==> src/deq_pkg.sv <==
// Shared types and codes of the bounded deque engine.
// Used by the controller, the datapath and the top level.
package deq_pkg;

  typedef enum logic [2:0] {
    OP_PUSH_FRONT = 3'd0,
    OP_PUSH_BACK  = 3'd1,
    OP_POP_FRONT  = 3'd2,
    OP_POP_BACK   = 3'd3,
    OP_TRAVERSE   = 3'd4,
    OP_REVERSE    = 3'd5,
    OP_REMOVE     = 3'd6,
    OP_CLEAR      = 3'd7
  } op_t;

  typedef enum logic [1:0] {
    ST_OK    = 2'd0,
    ST_EMPTY = 2'd1,
    ST_FULL  = 2'd2,
    ST_ZDIV  = 2'd3
  } status_t;

  typedef enum logic [3:0] {
    S_IDLE,
    S_EXEC,
    S_EMIT,
    S_TR_RD,
    S_TR_EMIT,
    S_RM_CHK,
    S_RM_RD,
    S_RM_DIV
  } state_t;

  typedef struct packed {
    logic    latch_in;
    logic    push_front;
    logic    push_back;
    logic    pop_front;
    logic    pop_back;
    logic    reverse;
    logic    clear;
    logic    rd_en;
    logic    rd_back;
    logic    idx_inc;
    logic    kept_clr;
    logic    kept_inc;
    logic    wr_kept;
    logic    div_start;
    logic    commit_kept;
    logic    set_st;
    status_t st;
    logic    emit;
    logic    emit_last;
  } cmd_t;

  typedef struct packed {
    op_t  op;
    logic full;
    logic empty;
    logic zdiv;
    logic idx_last;
    logic idx_done;
    logic div_done;
    logic rem_nz;
    logic out_free;
  } stat_t;

endpackage

==> src/deq_ram.sv <==
// Generic single-write, single-read RAM with registered read data.
// No dependencies.
module deq_ram #(
  parameter int WIDTH = 32,
  parameter int DEPTH = 32
) (
  input  logic                     clk,
  input  logic                     we,
  input  logic [$clog2(DEPTH)-1:0] waddr,
  input  logic [WIDTH-1:0]         wdata,
  input  logic                     re,
  input  logic [$clog2(DEPTH)-1:0] raddr,
  output logic [WIDTH-1:0]         rdata
);

  logic [WIDTH-1:0] mem [DEPTH];

  always_ff @(posedge clk) begin
    if (we) begin
      mem[waddr] <= wdata;
    end
    if (re) begin
      rdata <= mem[raddr];
    end
  end

endmodule

==> src/deq_mod.sv <==
// Bit-serial unsigned remainder unit, one dividend bit per cycle.
// No dependencies.
module deq_mod (
  input  logic        clk,
  input  logic        rst,
  input  logic        start,
  input  logic [31:0] dividend,
  input  logic [31:0] divisor,
  output logic        done,
  output logic        rem_nz
);

  logic        busy;
  logic [4:0]  cnt;
  logic [31:0] num;
  logic [31:0] den;
  logic [32:0] rem;
  logic [32:0] trial;

  assign trial  = {rem[31:0], num[31]};
  assign rem_nz = (rem != 33'd0);

  always_ff @(posedge clk) begin
    if (rst) begin
      busy <= 1'b0;
      done <= 1'b0;
      cnt  <= 5'd0;
    end else begin
      done <= 1'b0;
      if (start) begin
        busy <= 1'b1;
        cnt  <= 5'd0;
        num  <= dividend;
        den  <= divisor;
        rem  <= 33'd0;
      end else if (busy) begin
        // shift in one bit, subtract when it fits
        num <= {num[30:0], 1'b0};
        if (trial >= {1'b0, den}) begin
          rem <= trial - {1'b0, den};
        end else begin
          rem <= trial;
        end
        cnt <= cnt + 5'd1;
        if (cnt == 5'd31) begin
          busy <= 1'b0;
          done <= 1'b1;
        end
      end
    end
  end

endmodule

==> src/deq_ctrl.sv <==
// Controller state machine of the deque engine.
// Depends on deq_pkg; drives the datapath through cmd_t, reads stat_t.
module deq_ctrl import deq_pkg::*; (
  input  logic  clk,
  input  logic  rst,
  input  logic  in_valid,
  output logic  in_ready,
  input  stat_t stat,
  output cmd_t  cmd
);

  state_t state, state_next;

  always_ff @(posedge clk) begin
    if (rst) begin
      state <= S_IDLE;
    end else begin
      state <= state_next;
    end
  end

  always_comb begin
    state_next = state;
    cmd        = '0;
    cmd.st     = ST_OK;
    in_ready   = (state == S_IDLE);
    case (state)
      S_IDLE: begin
        if (in_valid) begin
          cmd.latch_in = 1'b1;
          state_next   = S_EXEC;
        end
      end
      S_EXEC: begin
        cmd.set_st = 1'b1;
        state_next = S_EMIT;
        case (stat.op)
          OP_PUSH_FRONT, OP_PUSH_BACK: begin
            if (stat.full) begin
              cmd.st = ST_FULL;
            end else begin
              cmd.push_front = (stat.op == OP_PUSH_FRONT);
              cmd.push_back  = (stat.op == OP_PUSH_BACK);
            end
          end
          OP_POP_FRONT, OP_POP_BACK: begin
            if (stat.empty) begin
              cmd.st = ST_EMPTY;
            end else begin
              cmd.rd_en     = 1'b1;
              cmd.rd_back   = (stat.op == OP_POP_BACK);
              cmd.pop_front = (stat.op == OP_POP_FRONT);
              cmd.pop_back  = (stat.op == OP_POP_BACK);
            end
          end
          OP_TRAVERSE: begin
            if (stat.empty) begin
              cmd.st = ST_EMPTY;
            end else begin
              state_next = S_TR_RD;
            end
          end
          OP_REVERSE: cmd.reverse = 1'b1;
          OP_REMOVE: begin
            if (stat.zdiv) begin
              cmd.st = ST_ZDIV;
            end else begin
              cmd.kept_clr = 1'b1;
              state_next   = S_RM_CHK;
            end
          end
          default: cmd.clear = 1'b1;
        endcase
      end
      S_EMIT: begin
        if (stat.out_free) begin
          cmd.emit      = 1'b1;
          cmd.emit_last = 1'b1;
          state_next    = S_IDLE;
        end
      end
      S_TR_RD: begin
        cmd.rd_en  = 1'b1;
        state_next = S_TR_EMIT;
      end
      S_TR_EMIT: begin
        if (stat.out_free) begin
          cmd.emit      = 1'b1;
          cmd.emit_last = stat.idx_last;
          if (stat.idx_last) begin
            state_next = S_IDLE;
          end else begin
            cmd.idx_inc = 1'b1;
            state_next  = S_TR_RD;
          end
        end
      end
      S_RM_CHK: begin
        if (stat.idx_done) begin
          cmd.commit_kept = 1'b1;
          state_next      = S_EMIT;
        end else begin
          cmd.rd_en  = 1'b1;
          state_next = S_RM_RD;
        end
      end
      S_RM_RD: begin
        cmd.div_start = 1'b1;
        state_next    = S_RM_DIV;
      end
      S_RM_DIV: begin
        if (stat.div_done) begin
          // keep a word that does not divide evenly
          cmd.wr_kept  = stat.rem_nz;
          cmd.kept_inc = stat.rem_nz;
          cmd.idx_inc  = 1'b1;
          state_next   = S_RM_CHK;
        end
      end
      default: state_next = S_IDLE;
    endcase
  end

endmodule

==> src/deq_datapath.sv <==
// Datapath of the deque engine: ring store, pointers, remainder unit, output word.
// Depends on deq_pkg, deq_ram and deq_mod.
module deq_datapath import deq_pkg::*; #(
  parameter int DEPTH = 32
) (
  input  logic               clk,
  input  logic               rst,
  input  cmd_t               cmd,
  output stat_t              stat,
  input  logic [2:0]         operation,
  input  logic signed [31:0] value,
  input  logic signed [31:0] divisor,
  output logic               out_valid,
  input  logic               out_ready,
  output logic signed [31:0] element,
  output logic [1:0]         status,
  output logic [5:0]         occupancy,
  output logic               last
);

  localparam int AW = $clog2(DEPTH);
  localparam int CW = $clog2(DEPTH + 1);

  logic [AW-1:0] head;
  logic [CW-1:0] count;
  logic          rev;
  logic [CW-1:0] idx;
  logic [CW-1:0] kept;
  op_t           op_q;
  logic [31:0]   val_q;
  logic [31:0]   mag_q;
  status_t       st_q;

  logic [AW-1:0] raddr, waddr;
  logic [31:0]   wdata, rdata;
  logic          we;
  logic          div_done, rem_nz;
  logic          use_rd;
  logic [CW+5:0] occ_ext;

  function automatic logic [AW-1:0] slot(input logic [AW-1:0] h, input logic back,
                                         input logic [CW-1:0] off);
    logic [CW:0] s;
    if (back) begin
      s = (CW+1)'(h) + (CW+1)'(DEPTH) - (CW+1)'(off);
    end else begin
      s = (CW+1)'(h) + (CW+1)'(off);
    end
    if (s >= (CW+1)'(DEPTH)) begin
      s = s - (CW+1)'(DEPTH);
    end
    return s[AW-1:0];
  endfunction

  assign raddr = cmd.rd_back ? slot(head, rev, count - CW'(1)) : slot(head, rev, idx);

  always_comb begin
    we    = 1'b0;
    waddr = slot(head, rev, kept);
    wdata = rdata;
    if (cmd.push_front) begin
      we    = 1'b1;
      waddr = slot(head, !rev, CW'(1));
      wdata = val_q;
    end else if (cmd.push_back) begin
      we    = 1'b1;
      waddr = slot(head, rev, count);
      wdata = val_q;
    end else if (cmd.wr_kept) begin
      we = 1'b1;
    end
  end

  deq_ram #(.WIDTH(32), .DEPTH(DEPTH)) u_ram (
    .clk   (clk),
    .we    (we),
    .waddr (waddr),
    .wdata (wdata),
    .re    (cmd.rd_en),
    .raddr (raddr),
    .rdata (rdata)
  );

  deq_mod u_mod (
    .clk      (clk),
    .rst      (rst),
    .start    (cmd.div_start),
    .dividend (rdata[31] ? (~rdata + 32'd1) : rdata),
    .divisor  (mag_q),
    .done     (div_done),
    .rem_nz   (rem_nz)
  );

  always_ff @(posedge clk) begin
    if (rst) begin
      head <= '0;
      count <= '0;
      rev <= 1'b0;
      idx <= '0;
      kept <= '0;
    end else begin
      if (cmd.latch_in) begin
        idx <= '0;
      end
      if (cmd.idx_inc) begin
        idx <= idx + CW'(1);
      end
      if (cmd.kept_clr) begin
        kept <= '0;
      end
      if (cmd.kept_inc) begin
        kept <= kept + CW'(1);
      end
      if (cmd.push_front) begin
        head  <= waddr;
        count <= count + CW'(1);
      end
      if (cmd.push_back) begin
        count <= count + CW'(1);
      end
      if (cmd.pop_front) begin
        head  <= slot(head, rev, CW'(1));
        count <= count - CW'(1);
      end
      if (cmd.pop_back) begin
        count <= count - CW'(1);
      end
      if (cmd.reverse) begin
        if (count != '0) begin
          head <= slot(head, rev, count - CW'(1));
        end
        rev <= !rev;
      end
      if (cmd.clear) begin
        head  <= '0;
        count <= '0;
        rev   <= 1'b0;
      end
      if (cmd.commit_kept) begin
        count <= kept;
      end
    end
  end

  always_ff @(posedge clk) begin
    if (cmd.latch_in) begin
      op_q  <= op_t'(operation);
      val_q <= value;
      mag_q <= divisor[31] ? (~divisor + 32'd1) : divisor;
      st_q  <= ST_OK;
    end
    if (cmd.set_st) begin
      st_q <= cmd.st;
    end
  end

  // output word register
  assign use_rd  = (st_q == ST_OK) &&
                   (op_q inside {OP_POP_FRONT, OP_POP_BACK, OP_TRAVERSE});
  assign occ_ext = {6'd0, count};

  always_ff @(posedge clk) begin
    if (rst) begin
      out_valid <= 1'b0;
    end else if (cmd.emit) begin
      out_valid <= 1'b1;
    end else if (out_ready) begin
      out_valid <= 1'b0;
    end
  end

  always_ff @(posedge clk) begin
    if (cmd.emit) begin
      element   <= use_rd ? rdata : 32'd0;
      status    <= st_q;
      occupancy <= occ_ext[5:0];
      last      <= cmd.emit_last;
    end
  end

  always_comb begin
    stat.op       = op_q;
    stat.full     = (count >= CW'(DEPTH));
    stat.empty    = (count == '0);
    stat.zdiv     = (mag_q == 32'd0);
    stat.idx_last = (({1'b0, idx} + (CW+1)'(1)) == {1'b0, count});
    stat.idx_done = (idx == count);
    stat.div_done = div_done;
    stat.rem_nz   = rem_nz;
    stat.out_free = !out_valid || out_ready;
  end

endmodule

==> src/bounded_deque_engine_top.sv <==
// Top level of the bounded deque engine.
// Depends on deq_pkg, deq_ctrl and deq_datapath.
//
// Usage:
//   Input channel (in_valid/in_ready) carries one word: operation, value, divisor.
//   Output channel (out_valid/out_ready) returns result words: element, status,
//   occupancy, last. Every operation returns one word with last set, except
//   traverse of a non-empty store, which returns one word per element, in order,
//   with last set on the final one.
//   One operation is in flight at a time; in_ready is high only when idle.
//   After accept, push, pop, reverse and clear pass an execute step and an emit
//   step. Traverse reads and emits each element in turn. Remove of multiples
//   reads each stored element, tests it in the bit-serial remainder unit (32
//   steps) after the registered RAM read, then emits one final word.
//   A new operation is accepted only after the previous one emits its last word.
//   The output register holds a word until out_ready; a stalled receiver holds
//   the engine in its emit step, and no word is lost.
//   Reset clears head, count, direction and the handshake state; store contents
//   are undefined until written and are never read before that.
module bounded_deque_engine_top import deq_pkg::*; #(
  parameter int DEPTH = 32
) (
  input  logic               clk,
  input  logic               rst,
  input  logic               in_valid,
  output logic               in_ready,
  input  logic [2:0]         operation,
  input  logic signed [31:0] value,
  input  logic signed [31:0] divisor,
  output logic               out_valid,
  input  logic               out_ready,
  output logic signed [31:0] element,
  output logic [1:0]         status,
  output logic [5:0]         occupancy,
  output logic               last
);

  cmd_t  cmd;
  stat_t stat;

  // sequence each operation
  deq_ctrl u_ctrl (
    .clk      (clk),
    .rst      (rst),
    .in_valid (in_valid),
    .in_ready (in_ready),
    .stat     (stat),
    .cmd      (cmd)
  );

  // hold store, pointers and result word
  deq_datapath #(.DEPTH(DEPTH)) u_dp (
    .clk       (clk),
    .rst       (rst),
    .cmd       (cmd),
    .stat      (stat),
    .operation (operation),
    .value     (value),
    .divisor   (divisor),
    .out_valid (out_valid),
    .out_ready (out_ready),
    .element   (element),
    .status    (status),
    .occupancy (occupancy),
    .last      (last)
  );

endmodule
==> config.mk <==
export PLATFORM = sky130hd
export DESIGN_NAME = bounded_deque_engine_top
export DESIGN_NICKNAME = d
export VERILOG_FILES = /design/src/deq_pkg.sv /design/src/deq_ram.sv /design/src/deq_mod.sv /design/src/deq_ctrl.sv /design/src/deq_datapath.sv /design/src/bounded_deque_engine_top.sv
export SDC_FILE = /design/constraint.sdc
export NUM_CORES = 2
export LEC_CHECK = 0
export BUFFER_PORTS_ARGS = -buffer_cell sky130_fd_sc_hd__buf_2
export CAP_MARGIN = 10
export CORE_ASPECT_RATIO = 1.5
export CORE_MARGIN = 2
export CORE_UTILIZATION = 62
export DETAILED_ROUTE_END_ITERATION = 8
export PLACE_DENSITY_LB_ADDON = 0.12
export SYNTH_ARGS = -nofsm -noshare
export SYNTH_HDL_FRONTEND = slang
export SYNTH_SLANG_ARGS = --single-unit
==> constraint.sdc <==
create_clock -name clk -period 13.4 [get_ports clk]
set_clock_uncertainty 0.05 [all_clocks]
set_input_delay 3.35 -clock clk [delete_from_list [all_inputs] [get_ports clk]]
set_output_delay 3.35 -clock clk [all_outputs]
set_load 0.01 [all_outputs]
==> metrics.txt <==
setup TNS 0 ns; syn_nets between 4000 and 5000; Cell variety after synth 92; RSZ-0062 raised after global routing false; CP required 13.80 ns; Remaining Overflow, GRT 0; mean area per synthesized cell 13.4 sq um; Post-CTS Setup Inserts 0; I/O Buffers 113; routed wl met2 approximately 73000 microns; DIE WIDTH between 200 and 300 microns; Fin. Hold Viols 0; Synth Instances around 4200; share of cells above drive strength 1 0.113; fin crit share 0.438; CTS H-tree lvls 3; Hold Crit Class reg2reg; run status complete, no violations; TritonCTS Buffers 116; Rel. slew slack 0.192; leakage power 21.5 nW; pre-CTS setup slack roughly 7.4 ns; final antenna-violating net count 0; DRT met1 WL 54000 microns; DR WL met3 11200 microns; worst slew pin tran approximately 1.2 ns; Boundary Pins about 110; Layout fillers just over 6000; sequential element share of the synthesized area 0.685; setup violators final 0; vias in the first global route 34600; Clock Sinks roughly 1300; initial core utilization 0.625; DR pass1 iterations 5; Core Region 90200 sq um; Synth area leader edfxtp_1; max-cap violations 0; drt initial violations 3950; critical path launch point type flip-flop; endpoint class of the critical path flip-flop; share of the synthesized area in the top cell type 0.672; Clock transition at path regs 0.06 ns; FMAX between 150 and 200 MHz; Max Used Layer met5; Syn-to-layout area delta 10.1%; Seq cells post-synth 1298; CTS tree yes; reg2reg start u_dp.count[1]; most frequent cell after synthesis edfxtp_1; GPL Wtd Cong 0.905; CTS root buf clkbuf_16; nets@finish 4404; Critical path origin u_dp.count[1]; antenna violations before repair 6; hold wc startpoint u_dp.mag_q[20]; worst setup slack after layout 7.53 ns; die area 93400 sq um; Power per Cell Area 139 nW/um^2; VDD IR-drop max 0.113 mV; per-cell routed wire length around 26 microns; worst skew pair latency ~0.74 ns; EDFF count, synth 1263; worst path arrival time 6.27 ns; Rows 135; Tmin final approximately 5.9 ns; vias 35700; clk buf depth 3; Total Routing Usage GR 0.309; CTS Hold Bufs 0; pin count of the biggest net entering global routing 161; first-pass GRT wire length 215000 microns; PostCTS Resize Cnt 0; post-synthesis cell area 56400 sq um; Die Height about 370 microns; total routed wirelength around 140000 microns; top post-synthesis cells by area edfxtp_1 (67%), nand2_1 (3.8%), mux2i_1 (3.5%), a211oi_1 (1.9%), and3_1 (1.9%); register area 38600 sq um; DRC 0; Crit Path Max Fanout 78; critical path class reg2reg; max-slew violation count 0; multi-input logic area 16700 sq um; routed vias/inst 6.48; post-detail-place hpwl 80600 microns; Synth Flop Type edfxtp_1; Syn. warnings 0; ys async rst share 0; Post-synth top cells edfxtp_1 (1263), nand2_1 (569), nor2_1 (277)
report_power, final:
group,leakage [nW],switching (mW),internal [mW]
Clock,1.90,1.47,1.97
Sequential,11.7,0.0481,4.52
Combinational,7.90,0.425,0.209
Total,21.5,1.94,6.70
registers in the layout, indices dropped and copies added (netlist names), 32 cells and up:
signal            cells
u_dp.mag_q           32
u_dp.u_mod.rem       33
u_dp.u_ram.mem     1024
u_dp.val_q           32
u_dp.element         32
u_dp.u_mod.num       32
u_dp.u_ram.rdata     32
u_dp.u_mod.den       32
worst max-delay path, cell delays in order (launching register included):
cell and delay [ns]:
dfxtp_1 0.50, inv_1 0.21, ha_1 0.37, inv_1 0.10, ha_1 0.30, a21o_1 0.19, a211oi_1 0.30, o21a_1 0.19
o21ai_1 0.17, o21ai_4 0.10, buf_4 0.58, buf_4 0.83, buf_4 0.90, mux2i_1 0.30, a22oi_1 0.12, nand4_1 0.19
o211ai_1 0.10
worst paths after layout:
kind	end	slack (ns)	cells after the start
worst max-delay path	u_dp.u_ram.rdata[12]	7.53	16
worst min-delay path	u_dp.u_mod.den[20]	0.40	0
worst max register to register	u_dp.u_ram.rdata[12]	7.53	16
worst min register to register	u_dp.u_mod.den[20]	0.40	0
cell type report:
type	count	area share
clock buffers	139	0.0485
flip-flops and latches	1298	0.622
inverters	77	0.00466
diodes	2	0.0000806
clock inverters	76	0.0148
well taps	1164	0.0235
repair buffers	181	0.0179
multi-input cells	2576	0.268
cells by family after synthesis:
| kind of cell | after synthesis | share of synthesized area |
|---|---|---|
| AND/OR/NAND/NOR | 1326 | 0.108 |
| flip-flops | 1298 | 0.685 |
| AO/OA/AOI/OAI | 775 | 0.0920 |
| buffers and inverters | 336 | 0.0266 |
| multiplexers | 267 | 0.0491 |
| XOR/XNOR | 125 | 0.0194 |
| adder cells (fa/ha/maj) | 83 | 0.0196 |
routing by layer:
metal,vias up,track usage
met2,1693,0.527
li1,16000,-
met1,17700,0.398
met3,351,0.0339
met4,6,0.145
met5,-,0
metrics by stage:
stage	hold slack, ns	instances	utilization	power [mW]	cell area [sq um]
3_3_place_gp	0.381	5296	0.645	5.27	58100
2_1_floorplan	0.356	4210	-	5.07	56400
5_1_grt	0.415	5512	0.688	8.87	62100
3_5_place_dp	0.391	5296	0.645	5.28	58100
4_1_cts	0.401	5511	0.688	8.67	62100
6_report	0.401	5513	0.688	8.64	62100
placed cells by master, fill, tap and decap left out, drive strengths merged, types with 105 or more instances in the layout:
cell    synthesis  routed
edfxtp       1263    1263
nand2         571     571
nor2          277     277
mux2i         200     200
buf           106     181
and3          172     172
o21ai         160     160
a211oi        145     145
clkbuf        152     139
a31oi         134     134
a21oi         105     105
Power figures use the tool's default switching activity.
